--- config.mk ---
export PLATFORM = sky130hd
export DESIGN_NAME = descriptor_range_allocator
export DESIGN_NICKNAME = d
export VERILOG_FILES = /design/src/hw/rtl/dra_pkg.sv /design/src/hw/rtl/dra_ram.sv /design/src/hw/rtl/descriptor_range_allocator.sv
export SDC_FILE = /design/constraint.sdc
export NUM_CORES = 2
export LEC_CHECK = 0
export BUFFER_PORTS_ARGS = -buffer_cell sky130_fd_sc_hd__buf_2
export CAP_MARGIN = 20
export CORE_MARGIN = 3
export CORE_UTILIZATION = 40
export DETAILED_ROUTE_END_ITERATION = 6
export GPL_TIMING_DRIVEN = 1
export HOLD_SLACK_MARGIN = 0.1
export MAX_ROUTING_LAYER = met4
export PLACE_DENSITY_LB_ADDON = 0.1
export SETUP_SLACK_MARGIN = 0.1
export SLEW_MARGIN = 20
export SYNTH_ARGS = -nofsm -noshare
export SYNTH_HDL_FRONTEND = slang
export SYNTH_SLANG_ARGS = --single-unit
--- constraint.sdc ---
create_clock -name clk -period 11.9 [get_ports clk]
set_clock_uncertainty 0.15 [all_clocks]
set_input_delay 1.785 -clock clk [delete_from_list [all_inputs] [get_ports clk]]
set_output_delay 1.785 -clock clk [all_outputs]
set_load 0.05 [all_outputs]
--- src/hw/rtl/dra_pkg.sv ---
// Shared codes and field widths for the descriptor range allocator.
package dra_pkg;

	localparam int CmdW     = 1;
	localparam int HeapW    = 3;
	localparam int SlotW    = 10;
	localparam int OffsetW  = 18;
	localparam int StatusW  = 2;
	localparam int SphW     = 11;
	localparam int StrideW  = 9;
	localparam int CfgIdxW  = 1;
	localparam int CfgDataW = 11;
	localparam int StrideMax = 256;

	typedef enum logic [CmdW-1:0] {
		CMD_ALLOC = 1'b0,
		CMD_FREE  = 1'b1
	} cmd_t;

	typedef enum logic [StatusW-1:0] {
		STAT_OK      = 2'd0,
		STAT_NO_HEAP = 2'd1,
		STAT_FULL    = 2'd2
	} status_t;

	localparam logic [CfgIdxW-1:0] CFG_SLOTS  = 1'b0;
	localparam logic [CfgIdxW-1:0] CFG_STRIDE = 1'b1;

endpackage

--- src/hw/rtl/dra_ram.sv ---
// Generic single-write, single-read RAM with registered read data.
module dra_ram #(
	parameter int Width = 22,
	parameter int Depth = 128
) (
	input  logic                                  clk,
	input  logic                                  we,
	input  logic [(Depth > 1 ? $clog2(Depth) : 1)-1:0] waddr,
	input  logic [Width-1:0]                      wdata,
	input  logic [(Depth > 1 ? $clog2(Depth) : 1)-1:0] raddr,
	output logic [Width-1:0]                      rdata
);
	logic [Width-1:0] mem_q [Depth];

	// write port and registered read port
	always_ff @(posedge clk) begin
		if (we) begin
			mem_q[waddr] <= wdata;
		end
		rdata <= mem_q[raddr];
	end
endmodule

--- src/hw/rtl/descriptor_range_allocator.sv ---
// Top level of the descriptor range allocator: sequencer, counters and range store.
//
// Usage: each input word (cmd, free_heap, free_slot) is an allocate or a free
// command, taken on in_valid & in_ready. Exactly one result word (status,
// heap_index, slot_index, byte_offset, heap_opened) follows on out_valid /
// out_ready. Config words (cfg_index, cfg_data) write slots_per_heap (index 0)
// or descriptor_stride (index 1); cfg_ready is always high.
// Sequencing: one command at a time, in_ready is high only while idle.
//   Allocate: scan the open heaps in order (opening a new heap if none has a
//   range); for a found heap, read and update the first range, move each
//   remaining range down when that range empties, then load the result.
//   Free: walk the ranges; merge into an adjacent range, or move ranges up on
//   an insert and place the new range (or append it), then load the result.
// The range store is one RAM with one read and one write port; every walk
// and shift step goes through its registered read.
// Reset clears open_heaps and all range counts and restores the register
// defaults (256 slots, 32-byte stride); the store needs no clearing pass.
// When the receiver stalls, the result holds in the output register; a
// finished command waits for it to drain before loading its own result.
module descriptor_range_allocator #(
	parameter int MAX_HEAPS  = 8,
	parameter int MAX_RANGES = 16,
	parameter int MAX_SLOTS  = 1024
) (
	input  logic                         clk,
	input  logic                         arst_n,
	input  logic                         in_valid,
	output logic                         in_ready,
	input  logic [dra_pkg::CmdW-1:0]     cmd,
	input  logic [dra_pkg::HeapW-1:0]    free_heap,
	input  logic [dra_pkg::SlotW-1:0]    free_slot,
	output logic                         out_valid,
	input  logic                         out_ready,
	output logic [dra_pkg::StatusW-1:0]  status,
	output logic [dra_pkg::HeapW-1:0]    heap_index,
	output logic [dra_pkg::SlotW-1:0]    slot_index,
	output logic [dra_pkg::OffsetW-1:0]  byte_offset,
	output logic                         heap_opened,
	input  logic                         cfg_valid,
	output logic                         cfg_ready,
	input  logic [dra_pkg::CfgIdxW-1:0]  cfg_index,
	input  logic [dra_pkg::CfgDataW-1:0] cfg_data
);
	import dra_pkg::*;

	localparam int HW   = (MAX_HEAPS > 1) ? $clog2(MAX_HEAPS) : 1;
	localparam int HCW  = $clog2(MAX_HEAPS + 1);
	localparam int IW   = $clog2(MAX_RANGES + 1);
	localparam int RW0  = $clog2(MAX_SLOTS + 1);
	localparam int RW   = (RW0 > SphW) ? RW0 : SphW;
	localparam int Depth = MAX_HEAPS * MAX_RANGES;
	localparam int AW   = (Depth > 1) ? $clog2(Depth) : 1;
	localparam int MulW = SlotW + StrideW;

	typedef enum logic [3:0] {
		ST_IDLE, ST_SCAN, ST_A_RD, ST_A_WT, ST_D_RD, ST_D_WT,
		ST_F_RD, ST_F_WT, ST_I_RD, ST_I_WT, ST_DONE
	} state_t;

	state_t              state_q;
	cmd_t                cmd_q;
	logic [HW-1:0]       heap_q;
	logic [HCW-1:0]      hscan_q;
	logic [RW-1:0]       fs_q;
	logic [IW-1:0]       idx_q;
	logic [IW-1:0]       n_q;
	logic [IW-1:0]       pos_q;
	status_t             status_q;
	logic [RW-1:0]       slot_q;
	logic                opened_q;
	logic [HCW-1:0]      open_heaps_q;
	logic [IW-1:0]       cnt_q [MAX_HEAPS];
	logic [SphW-1:0]     sph_q;
	logic [StrideW-1:0]  stride_q;

	logic                ram_we;
	logic [AW-1:0]       ram_waddr;
	logic [2*RW-1:0]     ram_wdata;
	logic [AW-1:0]       ram_raddr;
	logic [2*RW-1:0]     ram_rdata;

	logic [AW-1:0]       base;
	logic [AW-1:0]       scan_base;
	logic [RW-1:0]       rd_begin;
	logic [RW-1:0]       rd_limit;
	logic [RW-1:0]       fs_next;
	logic [RW-1:0]       new_slots;
	logic [RW-1:0]       sph_ext;
	logic [StrideW-1:0]  stride_cl;
	logic [MulW-1:0]     offset_full;
	logic [HW+HeapW-1:0] fh_ext;
	logic [HCW+HeapW-1:0] fh_cmp;
	logic [HCW+HeapW-1:0] open_cmp;
	logic [HW+HeapW-1:0] heap_out;
	logic                fh_open;
	logic [IW-1:0]       cnt_heap;
	logic [IW-1:0]       cnt_scan;

	dra_ram #(
		.Width(2 * RW),
		.Depth(Depth)
	) u_ram (
		.clk  (clk),
		.we   (ram_we),
		.waddr(ram_waddr),
		.wdata(ram_wdata),
		.raddr(ram_raddr),
		.rdata(ram_rdata)
	);

	// decode addresses, fields and clamped config
	always_comb begin
		base      = AW'(heap_q * MAX_RANGES);
		scan_base = AW'(hscan_q[HW-1:0] * MAX_RANGES);
		rd_begin  = ram_rdata[2*RW-1:RW];
		rd_limit  = ram_rdata[RW-1:0];
		fs_next   = fs_q + RW'(1);
		sph_ext   = RW'(sph_q);
		if (sph_ext == '0) begin
			new_slots = RW'(1);
		end else if (sph_ext > RW'(MAX_SLOTS)) begin
			new_slots = RW'(MAX_SLOTS);
		end else begin
			new_slots = sph_ext;
		end
		stride_cl   = (stride_q > StrideW'(StrideMax)) ? StrideW'(StrideMax) : stride_q;
		offset_full = MulW'(slot_q[SlotW-1:0]) * MulW'(stride_cl);
		fh_ext   = {{HW{1'b0}}, free_heap};
		fh_cmp   = {{HCW{1'b0}}, free_heap};
		open_cmp = {{HeapW{1'b0}}, open_heaps_q};
		fh_open  = fh_cmp < open_cmp;
		heap_out = {{HeapW{1'b0}}, heap_q};
		cnt_heap = cnt_q[heap_q];
		cnt_scan = cnt_q[hscan_q[HW-1:0]];
	end

	// drive the range store from the sequencer state
	always_comb begin
		ram_we    = 1'b0;
		ram_waddr = base;
		ram_wdata = ram_rdata;
		ram_raddr = base + AW'(idx_q);
		case (state_q)
			ST_SCAN: begin
				if (hscan_q == open_heaps_q && open_heaps_q < HCW'(MAX_HEAPS)) begin
					ram_we    = 1'b1;
					ram_waddr = scan_base;
					ram_wdata = {RW'(1), new_slots};
				end
			end
			ST_A_WT: begin
				if (rd_begin + RW'(1) != rd_limit) begin
					ram_we    = 1'b1;
					ram_wdata = {rd_begin + RW'(1), rd_limit};
				end
			end
			ST_D_WT: begin
				ram_we    = 1'b1;
				ram_waddr = base + AW'(idx_q) - AW'(1);
			end
			ST_F_WT: begin
				if (rd_begin == fs_next) begin
					ram_we    = 1'b1;
					ram_waddr = base + AW'(idx_q);
					ram_wdata = {fs_q, rd_limit};
				end else if (rd_limit == fs_q) begin
					ram_we    = 1'b1;
					ram_waddr = base + AW'(idx_q);
					ram_wdata = {rd_begin, fs_next};
				end
			end
			ST_I_RD: begin
				ram_raddr = base + AW'(idx_q) - AW'(1);
				if (idx_q <= pos_q) begin
					ram_we    = 1'b1;
					ram_waddr = base + AW'(pos_q);
					ram_wdata = {fs_q, fs_next};
				end
			end
			ST_I_WT: begin
				ram_we    = 1'b1;
				ram_waddr = base + AW'(idx_q);
			end
			default: begin
			end
		endcase
	end

	assign in_ready  = (state_q == ST_IDLE);
	assign cfg_ready = 1'b1;

	// sequencer, counters and result register
	always_ff @(posedge clk or negedge arst_n) begin
		if (!arst_n) begin
			state_q      <= ST_IDLE;
			open_heaps_q <= '0;
			for (int h = 0; h < MAX_HEAPS; h++) begin
				cnt_q[h] <= '0;
			end
			sph_q       <= SphW'(256);
			stride_q    <= StrideW'(32);
			out_valid   <= 1'b0;
			cmd_q       <= CMD_ALLOC;
			status_q    <= STAT_OK;
			opened_q    <= 1'b0;
			heap_q      <= '0;
			hscan_q     <= '0;
			idx_q       <= '0;
			n_q         <= '0;
			pos_q       <= '0;
			fs_q        <= '0;
			slot_q      <= '0;
			status      <= '0;
			heap_index  <= '0;
			slot_index  <= '0;
			byte_offset <= '0;
			heap_opened <= 1'b0;
		end else begin
			// take config words
			if (cfg_valid) begin
				if (cfg_index == CFG_SLOTS) begin
					sph_q <= cfg_data;
				end else if (cfg_index == CFG_STRIDE) begin
					stride_q <= cfg_data[StrideW-1:0];
				end
			end
			// drop the result once taken, unless a new one loads now
			if (out_valid && out_ready && state_q != ST_DONE) begin
				out_valid <= 1'b0;
			end
			case (state_q)
				ST_IDLE: begin
					if (in_valid) begin
						cmd_q    <= cmd_t'(cmd);
						fs_q     <= RW'(free_slot);
						status_q <= STAT_OK;
						opened_q <= 1'b0;
						slot_q   <= '0;
						hscan_q  <= '0;
						idx_q    <= '0;
						heap_q   <= fh_ext[HW-1:0];
						n_q      <= cnt_q[fh_ext[HW-1:0]];
						if (cmd_t'(cmd) == CMD_ALLOC) begin
							state_q <= ST_SCAN;
						end else if (fh_open) begin
							state_q <= ST_F_RD;
						end else begin
							state_q <= ST_DONE;
						end
					end
				end
				// look for the lowest heap with a free range, else open one
				ST_SCAN: begin
					if (hscan_q < open_heaps_q) begin
						if (cnt_scan != '0) begin
							heap_q  <= hscan_q[HW-1:0];
							state_q <= ST_A_RD;
						end else begin
							hscan_q <= hscan_q + HCW'(1);
						end
					end else if (open_heaps_q >= HCW'(MAX_HEAPS)) begin
						status_q <= STAT_NO_HEAP;
						state_q  <= ST_DONE;
					end else begin
						heap_q       <= hscan_q[HW-1:0];
						cnt_q[hscan_q[HW-1:0]] <= (new_slots == RW'(1)) ? '0 : IW'(1);
						open_heaps_q <= open_heaps_q + HCW'(1);
						opened_q     <= 1'b1;
						slot_q       <= '0;
						state_q      <= ST_DONE;
					end
				end
				ST_A_RD: begin
					state_q <= ST_A_WT;
				end
				// take the first slot; drop the range when it empties
				ST_A_WT: begin
					slot_q <= rd_begin;
					if (rd_begin + RW'(1) == rd_limit) begin
						if (cnt_heap == IW'(1)) begin
							cnt_q[heap_q] <= '0;
							state_q <= ST_DONE;
						end else begin
							idx_q   <= IW'(1);
							state_q <= ST_D_RD;
						end
					end else begin
						state_q <= ST_DONE;
					end
				end
				ST_D_RD: begin
					state_q <= ST_D_WT;
				end
				// move each range down by one
				ST_D_WT: begin
					idx_q <= idx_q + IW'(1);
					if (idx_q + IW'(1) < cnt_heap) begin
						state_q <= ST_D_RD;
					end else begin
						cnt_q[heap_q] <= cnt_heap - IW'(1);
						state_q <= ST_DONE;
					end
				end
				// walk the list or fall through to append
				ST_F_RD: begin
					if (idx_q < n_q) begin
						state_q <= ST_F_WT;
					end else if (n_q >= IW'(MAX_RANGES)) begin
						status_q <= STAT_FULL;
						state_q  <= ST_DONE;
					end else begin
						pos_q   <= n_q;
						idx_q   <= n_q;
						state_q <= ST_I_RD;
					end
				end
				ST_F_WT: begin
					if (rd_begin == fs_next || rd_limit == fs_q) begin
						state_q <= ST_DONE;
					end else if (rd_begin > fs_q) begin
						if (n_q >= IW'(MAX_RANGES)) begin
							status_q <= STAT_FULL;
							state_q  <= ST_DONE;
						end else begin
							pos_q   <= idx_q;
							idx_q   <= n_q;
							state_q <= ST_I_RD;
						end
					end else begin
						idx_q   <= idx_q + IW'(1);
						state_q <= ST_F_RD;
					end
				end
				// shift up from the tail, then place the new range
				ST_I_RD: begin
					if (idx_q > pos_q) begin
						state_q <= ST_I_WT;
					end else begin
						cnt_q[heap_q] <= cnt_heap + IW'(1);
						state_q <= ST_DONE;
					end
				end
				ST_I_WT: begin
					idx_q   <= idx_q - IW'(1);
					state_q <= ST_I_RD;
				end
				// load the result once the output register is free
				ST_DONE: begin
					if (!out_valid || out_ready) begin
						out_valid <= 1'b1;
						status    <= status_q;
						if (cmd_q == CMD_ALLOC && status_q == STAT_OK) begin
							heap_index  <= heap_out[HeapW-1:0];
							slot_index  <= slot_q[SlotW-1:0];
							byte_offset <= offset_full[OffsetW-1:0];
							heap_opened <= opened_q;
						end else begin
							heap_index  <= '0;
							slot_index  <= '0;
							byte_offset <= '0;
							heap_opened <= 1'b0;
						end
						state_q <= ST_IDLE;
					end
				end
				default: begin
					state_q <= ST_IDLE;
				end
			endcase
		end
	end

`ifndef ASSERT_OFF
	a_heaps_bound: assert property (@(posedge clk) disable iff (!arst_n)
		open_heaps_q <= HCW'(MAX_HEAPS))
		else $error("open heap count beyond limit");
	a_count_bound: assert property (@(posedge clk) disable iff (!arst_n)
		cnt_heap <= IW'(MAX_RANGES))
		else $error("range count beyond limit");
	a_idle_no_write: assert property (@(posedge clk) disable iff (!arst_n)
		(state_q == ST_IDLE || state_q == ST_DONE) |-> !ram_we)
		else $error("range store written outside a command");
	a_accept_busy: assert property (@(posedge clk) disable iff (!arst_n)
		(in_valid && in_ready) |=> (state_q != ST_IDLE))
		else $error("accepted command left sequencer idle");
	a_opened_alloc: assert property (@(posedge clk) disable iff (!arst_n)
		(out_valid && heap_opened) |-> (status == STAT_OK))
		else $error("heap opened flag with error status");
`endif
endmodule
==> summary.md <==
| Metric | Value |
|---|---|
| Signal arrival time at the worst endpoint | `6.64 ns` |
| Worst-path clk slew | `0.06 ns` |
| Clock share of power | `0.242` |
| Category of the worst setup path launch point | `flip-flop` |
| Number of gates resized after cts | `0` |
| Worst-skew pair later-pin latency | `0.92 ns` |
| Root Driver | `sky130_fd_sc_hd__clkbuf_16` |
| Static leakage | `44.34 nW` |
| # Max-Cap Violations | `0` |
| Met2 Usage GRT | `0.3565` |
| CTS HTree Levels | `5` |
| Die X-Extent | `554.9 um` |
| Per-cell via count in the routed design | `5.860` |
| Total number of yosys warnings | `0` |
| Wire length of the first global-routing pass | `484.0 mm` |
| Tightest Hold Check Type | `flip-flop to flip-flop` |
| Proportion of synthesized flip-flops having asynchronous set or reset | `0.04988` |
| GRT overflow | `0` |
| Slew of the pin with the lowest slew margin | `1.332 ns` |
| Seq. cell area | `88730 um2` |
| List of cells traversed by the critical path | `ha_1 > and3_1 > o21a_1 > or2_2 > o21ai_0 > mux2_2 > a221oi_1 > and4b_1 > nand3_1 > nor2_4` |
| Hold-fix buffers, CTS | `0` |
| Maximum fanout encountered on the critical timing path | `22` |
| Dominant register cell in the synthesized netlist | `sky130_fd_sc_hd__edfxtp_1` |
| DRT Wirelength | `341.9 mm` |
| Net switching power | `15.15 mW` |
| Area growth from synthesis to final layout | `14.26%` |
| Port Buffers | `66` |
| Largest vdd supply drop | `295.5 uV` |
| Endpoint required time on the critical path | `12.26 ns` |
| Sink Count | `2987` |
| CTS tree | `done` |
| Initial antenna violation count | `28` |
| Residual DRC | `0` |
| Sequential element share of the synthesized area | `0.7364` |
| Global router's overall resource usage | `0.2276` |
| Path type of the worst setup path | `flip-flop to flip-flop` |
| Remaining number of nets flagged by the antenna check after routing | `0` |
| Vias | `59677` |
| Ports | `68` |
| Inserted Clock Buffers | `325` |
| Post-synth EDFFs | `2816` |
| RSZ-0062 raised after global routing | `no` |
| Number of optimization iterations in the first detailed-route pass | `6` |
| Slowest Stage Delay on Critical Path | `1.02 ns` |
| Multi-input gate area | `30980 um2` |
| Met1 track utilization from global routing | `0.3212` |
| Fraction of final layout cells sized beyond drive strength 1 | `0.2966` |
| Initial core utilization | `0.4040` |
| Sum of negative setup slack | `0 ns` |
| Internal cell power | `25.92 mW` |
| Detailed-placement wirelength estimate | `198.6 mm` |
| Seq cells post-synth | `2987` |
| Number of max-slew violations in the final report | `0` |
| Shortest clock period the worst path allows after layout | `6.283 ns` |
| Average size of a mapped cell | `21.15 um2` |
| Cell count after synthesis | `5697` |
| Max Root-Sink Buffers | `4` |
| Combinational share of power | `0.382` |
| Global routing usage on met3 | `0.02965` |
| Max Clk Rate | `0.1591 GHz` |
| Number of placement rows | `200` |
| Die outline area | `307900 um2` |
| Headroom to the max-slew limit | `0.1122` |
| Via count of the first global-routing pass | `61053` |
| Routed len/inst | `33.57 um` |
| Syn nets | `5865` |
| Result of the run | `complete, no violations` |
| Routability cong. | `0.8484` |
| Crit-path slowest cell | `sky130_fd_sc_hd__nor2_4` |
| Number of different library cells in the post-synthesis netlist | `81` |
| Highest-utilization routing layer at the global route stage | `met2` |
| Largest net degree at the start of global routing | `101` |
| PwrDens | `298.3 nW/um2` |
| Total of endpoints with negative setup slack in the final report | `0` |
| Portion of the clock cycle consumed by the worst path in the final layout | `0.5280` |
| Capturing element type of the critical path | `flip-flop` |
| NumNets Final | `6142` |
| Final Hold Fails | `0` |
| Core ar. | `298300 um2` |
| Fraction of power spent switching nets | `0.3689` |
| Number of post-CTS setup repair buffers | `0` |
| Die Height | `554.9 um` |
| Flop pwr share | `0.376` |
| Netlist area before placement | `120500 um2` |
| Final-layout fill cell count | `24919` |
| Initial drt markers | `6775` |
| Worst slack on hold paths | `0.3216 ns` |
[path summary, 6_finish.rpt]
kind	startpoint	to	slack, ns	depth (start not counted)
worst max-delay path	idx_q[3]	u_ram.mem_q[105][8]	5.62	10
worst min-delay path	open_heaps_q[2]	open_heaps_q[2]	0.32	1
worst max register to register	idx_q[3]	u_ram.mem_q[105][8]	5.62	10
worst min register to register	open_heaps_q[2]	open_heaps_q[2]	0.32	1
max in group asynchronous	arst_n	pos_q[1]	9.25	2
min in group asynchronous	arst_n	byte_offset[5]	0.73	1
[cell type report]
| type | instances | area share |
|---|---|---|
| Antenna cell | 10 | 0.0001817 |
| Sequential cell | 2987 | 0.6445 |
| Multi-Input combinational cell | 2273 | 0.2250 |
| Clock inverter | 177 | 0.01271 |
| Timing Repair Buffer | 268 | 0.01525 |
| Inverter | 119 | 0.003244 |
| Clock buffer | 410 | 0.06333 |
| Tap cell | 3939 | 0.03580 |
[cell families after synthesis]
group / count (synthesis) / share of synthesized area
DFF: 2987 / 0.7364
muxes: 953 / 0.1727
and+or+nand+nor: 659 / 0.02672
AOI/OAI and AO/OA: 442 / 0.02561
buffers and inverters: 437 / 0.01471
adders and majority gates: 137 / 0.01771
xor gates and xnor gates: 81 / 0.006116
other: 1 / 0.00003112
[cell usage in the layout (no fill, tap or decap), types with 16 or more instances in the layout]
cell and n:
sky130_fd_sc_hd__a21o_1 16, sky130_fd_sc_hd__a21oi_1 55, sky130_fd_sc_hd__a22o_1 58, sky130_fd_sc_hd__and2_1 53, sky130_fd_sc_hd__buf_2 65, sky130_fd_sc_hd__buf_4 182
sky130_fd_sc_hd__bufinv_16 25, sky130_fd_sc_hd__clkbuf_1 65, sky130_fd_sc_hd__clkbuf_16 331, sky130_fd_sc_hd__clkinv_1 71, sky130_fd_sc_hd__clkinv_2 48, sky130_fd_sc_hd__dfrtp_1 147
sky130_fd_sc_hd__dfxtp_1 22, sky130_fd_sc_hd__edfxtp_1 2816, sky130_fd_sc_hd__fa_1 56, sky130_fd_sc_hd__ha_1 81, sky130_fd_sc_hd__inv_1 117, sky130_fd_sc_hd__mux2_2 42
sky130_fd_sc_hd__mux4_2 897, sky130_fd_sc_hd__nand2_1 156, sky130_fd_sc_hd__nand2b_1 17, sky130_fd_sc_hd__nand3_1 50, sky130_fd_sc_hd__nor2_1 84, sky130_fd_sc_hd__nor2_2 51
sky130_fd_sc_hd__nor2_4 45, sky130_fd_sc_hd__nor2b_1 21, sky130_fd_sc_hd__nor3_1 34, sky130_fd_sc_hd__nor3_2 23, sky130_fd_sc_hd__nor4_1 30, sky130_fd_sc_hd__o21ai_0 68
sky130_fd_sc_hd__o22ai_1 92, sky130_fd_sc_hd__o2bb2ai_1 19, sky130_fd_sc_hd__xnor2_1 46, sky130_fd_sc_hd__xor2_1 30
[power groups by stage]
stage / clock, mW / combinational [mW] / sequential, mW
5_1_grt: 10.6 / 16.6 / 15.5
3_5_place_dp: 0 / 15.9 / 15.7
6_report: 9.94 / 15.7 / 15.4
3_3_place_gp: 0 / 15.7 / 15.6
2_1_floorplan: 0 / 8.98 / 15.9
4_1_cts: 10.2 / 15.9 / 15.4
[synth_stat cells, types with 31 or more instances]
| library cell | number | share of area |
|---|---|---|
| sky130_fd_sc_hd__edfxtp_1 | 2816 | 0.70 |
| sky130_fd_sc_hd__mux4_2 | 897 | 0.17 |
| sky130_fd_sc_hd__nor2_1 | 180 | 0.0056 |
| sky130_fd_sc_hd__clkbuf_1 | 170 | 0.0053 |
| sky130_fd_sc_hd__nand2_1 | 161 | 0.0050 |
| sky130_fd_sc_hd__dfrtp_1 | 147 | 0.031 |
| sky130_fd_sc_hd__inv_1 | 117 | 0.0036 |
| sky130_fd_sc_hd__buf_2 | 99 | 0.0041 |
| sky130_fd_sc_hd__o22ai_1 | 98 | 0.0051 |
| sky130_fd_sc_hd__ha_1 | 81 | 0.0084 |
| sky130_fd_sc_hd__o21ai_0 | 69 | 0.0029 |
| sky130_fd_sc_hd__nor3_1 | 59 | 0.0025 |
| sky130_fd_sc_hd__a22o_1 | 58 | 0.0042 |
| sky130_fd_sc_hd__a21oi_1 | 56 | 0.0023 |
| sky130_fd_sc_hd__fa_1 | 56 | 0.0093 |
| sky130_fd_sc_hd__and2_1 | 53 | 0.0028 |
| sky130_fd_sc_hd__nand3_1 | 53 | 0.0022 |
| sky130_fd_sc_hd__xnor2_1 | 48 | 0.0035 |
| sky130_fd_sc_hd__buf_1 | 46 | 0.0014 |
| sky130_fd_sc_hd__mux2_2 | 42 | 0.0039 |
| sky130_fd_sc_hd__nor4_1 | 38 | 0.0020 |
| sky130_fd_sc_hd__xor2_1 | 31 | 0.0023 |
[sequential cells by signal, indices dropped and copies added, names as in the netlist, 5 cells and up, named ones only]
| name | flops |
|---|---|
| fs_q | 10 |
| pos_q | 5 |
| sph_ext | 11 |
| slot_q | 10 |
| u_ram.mem_q | 2816 |
| u_ram.rdata | 22 |
| slot_index | 10 |
| n_q | 5 |
| cnt_q | 32 |
| byte_offset | 18 |
| idx_q | 5 |
| stride_q | 9 |
[stage by stage]
stage	total power [mW]	instances	util	instance area [um2]	setup slack (ns)
detailed placement	31.56	9584	0.4262	127100	5.656
global placement	31.29	9580	0.4258	127000	5.333
CTS	41.54	10171	0.4613	137600	5.647
global route	42.66	10176	0.4615	137700	5.236
floorplan	24.87	5697	-	120500	3.249
finish	41.07	10183	0.4616	137700	5.617
[layer usage]
metal,up-vias,wire length (um)
met1,32981,148100
li1,24404,-
met2,1885,166200
met5,-,0
met4,0,7484
met3,407,20030
[critical path, delay by kind of cell (launching register included)]
kind,cells,cell delay [ns]
mux,1,0.40
flops,1,0.81
compound gates,3,1.31
simple gates,5,2.80
fa+ha+maj,1,0.37
(Power assumes the default switching activity.)
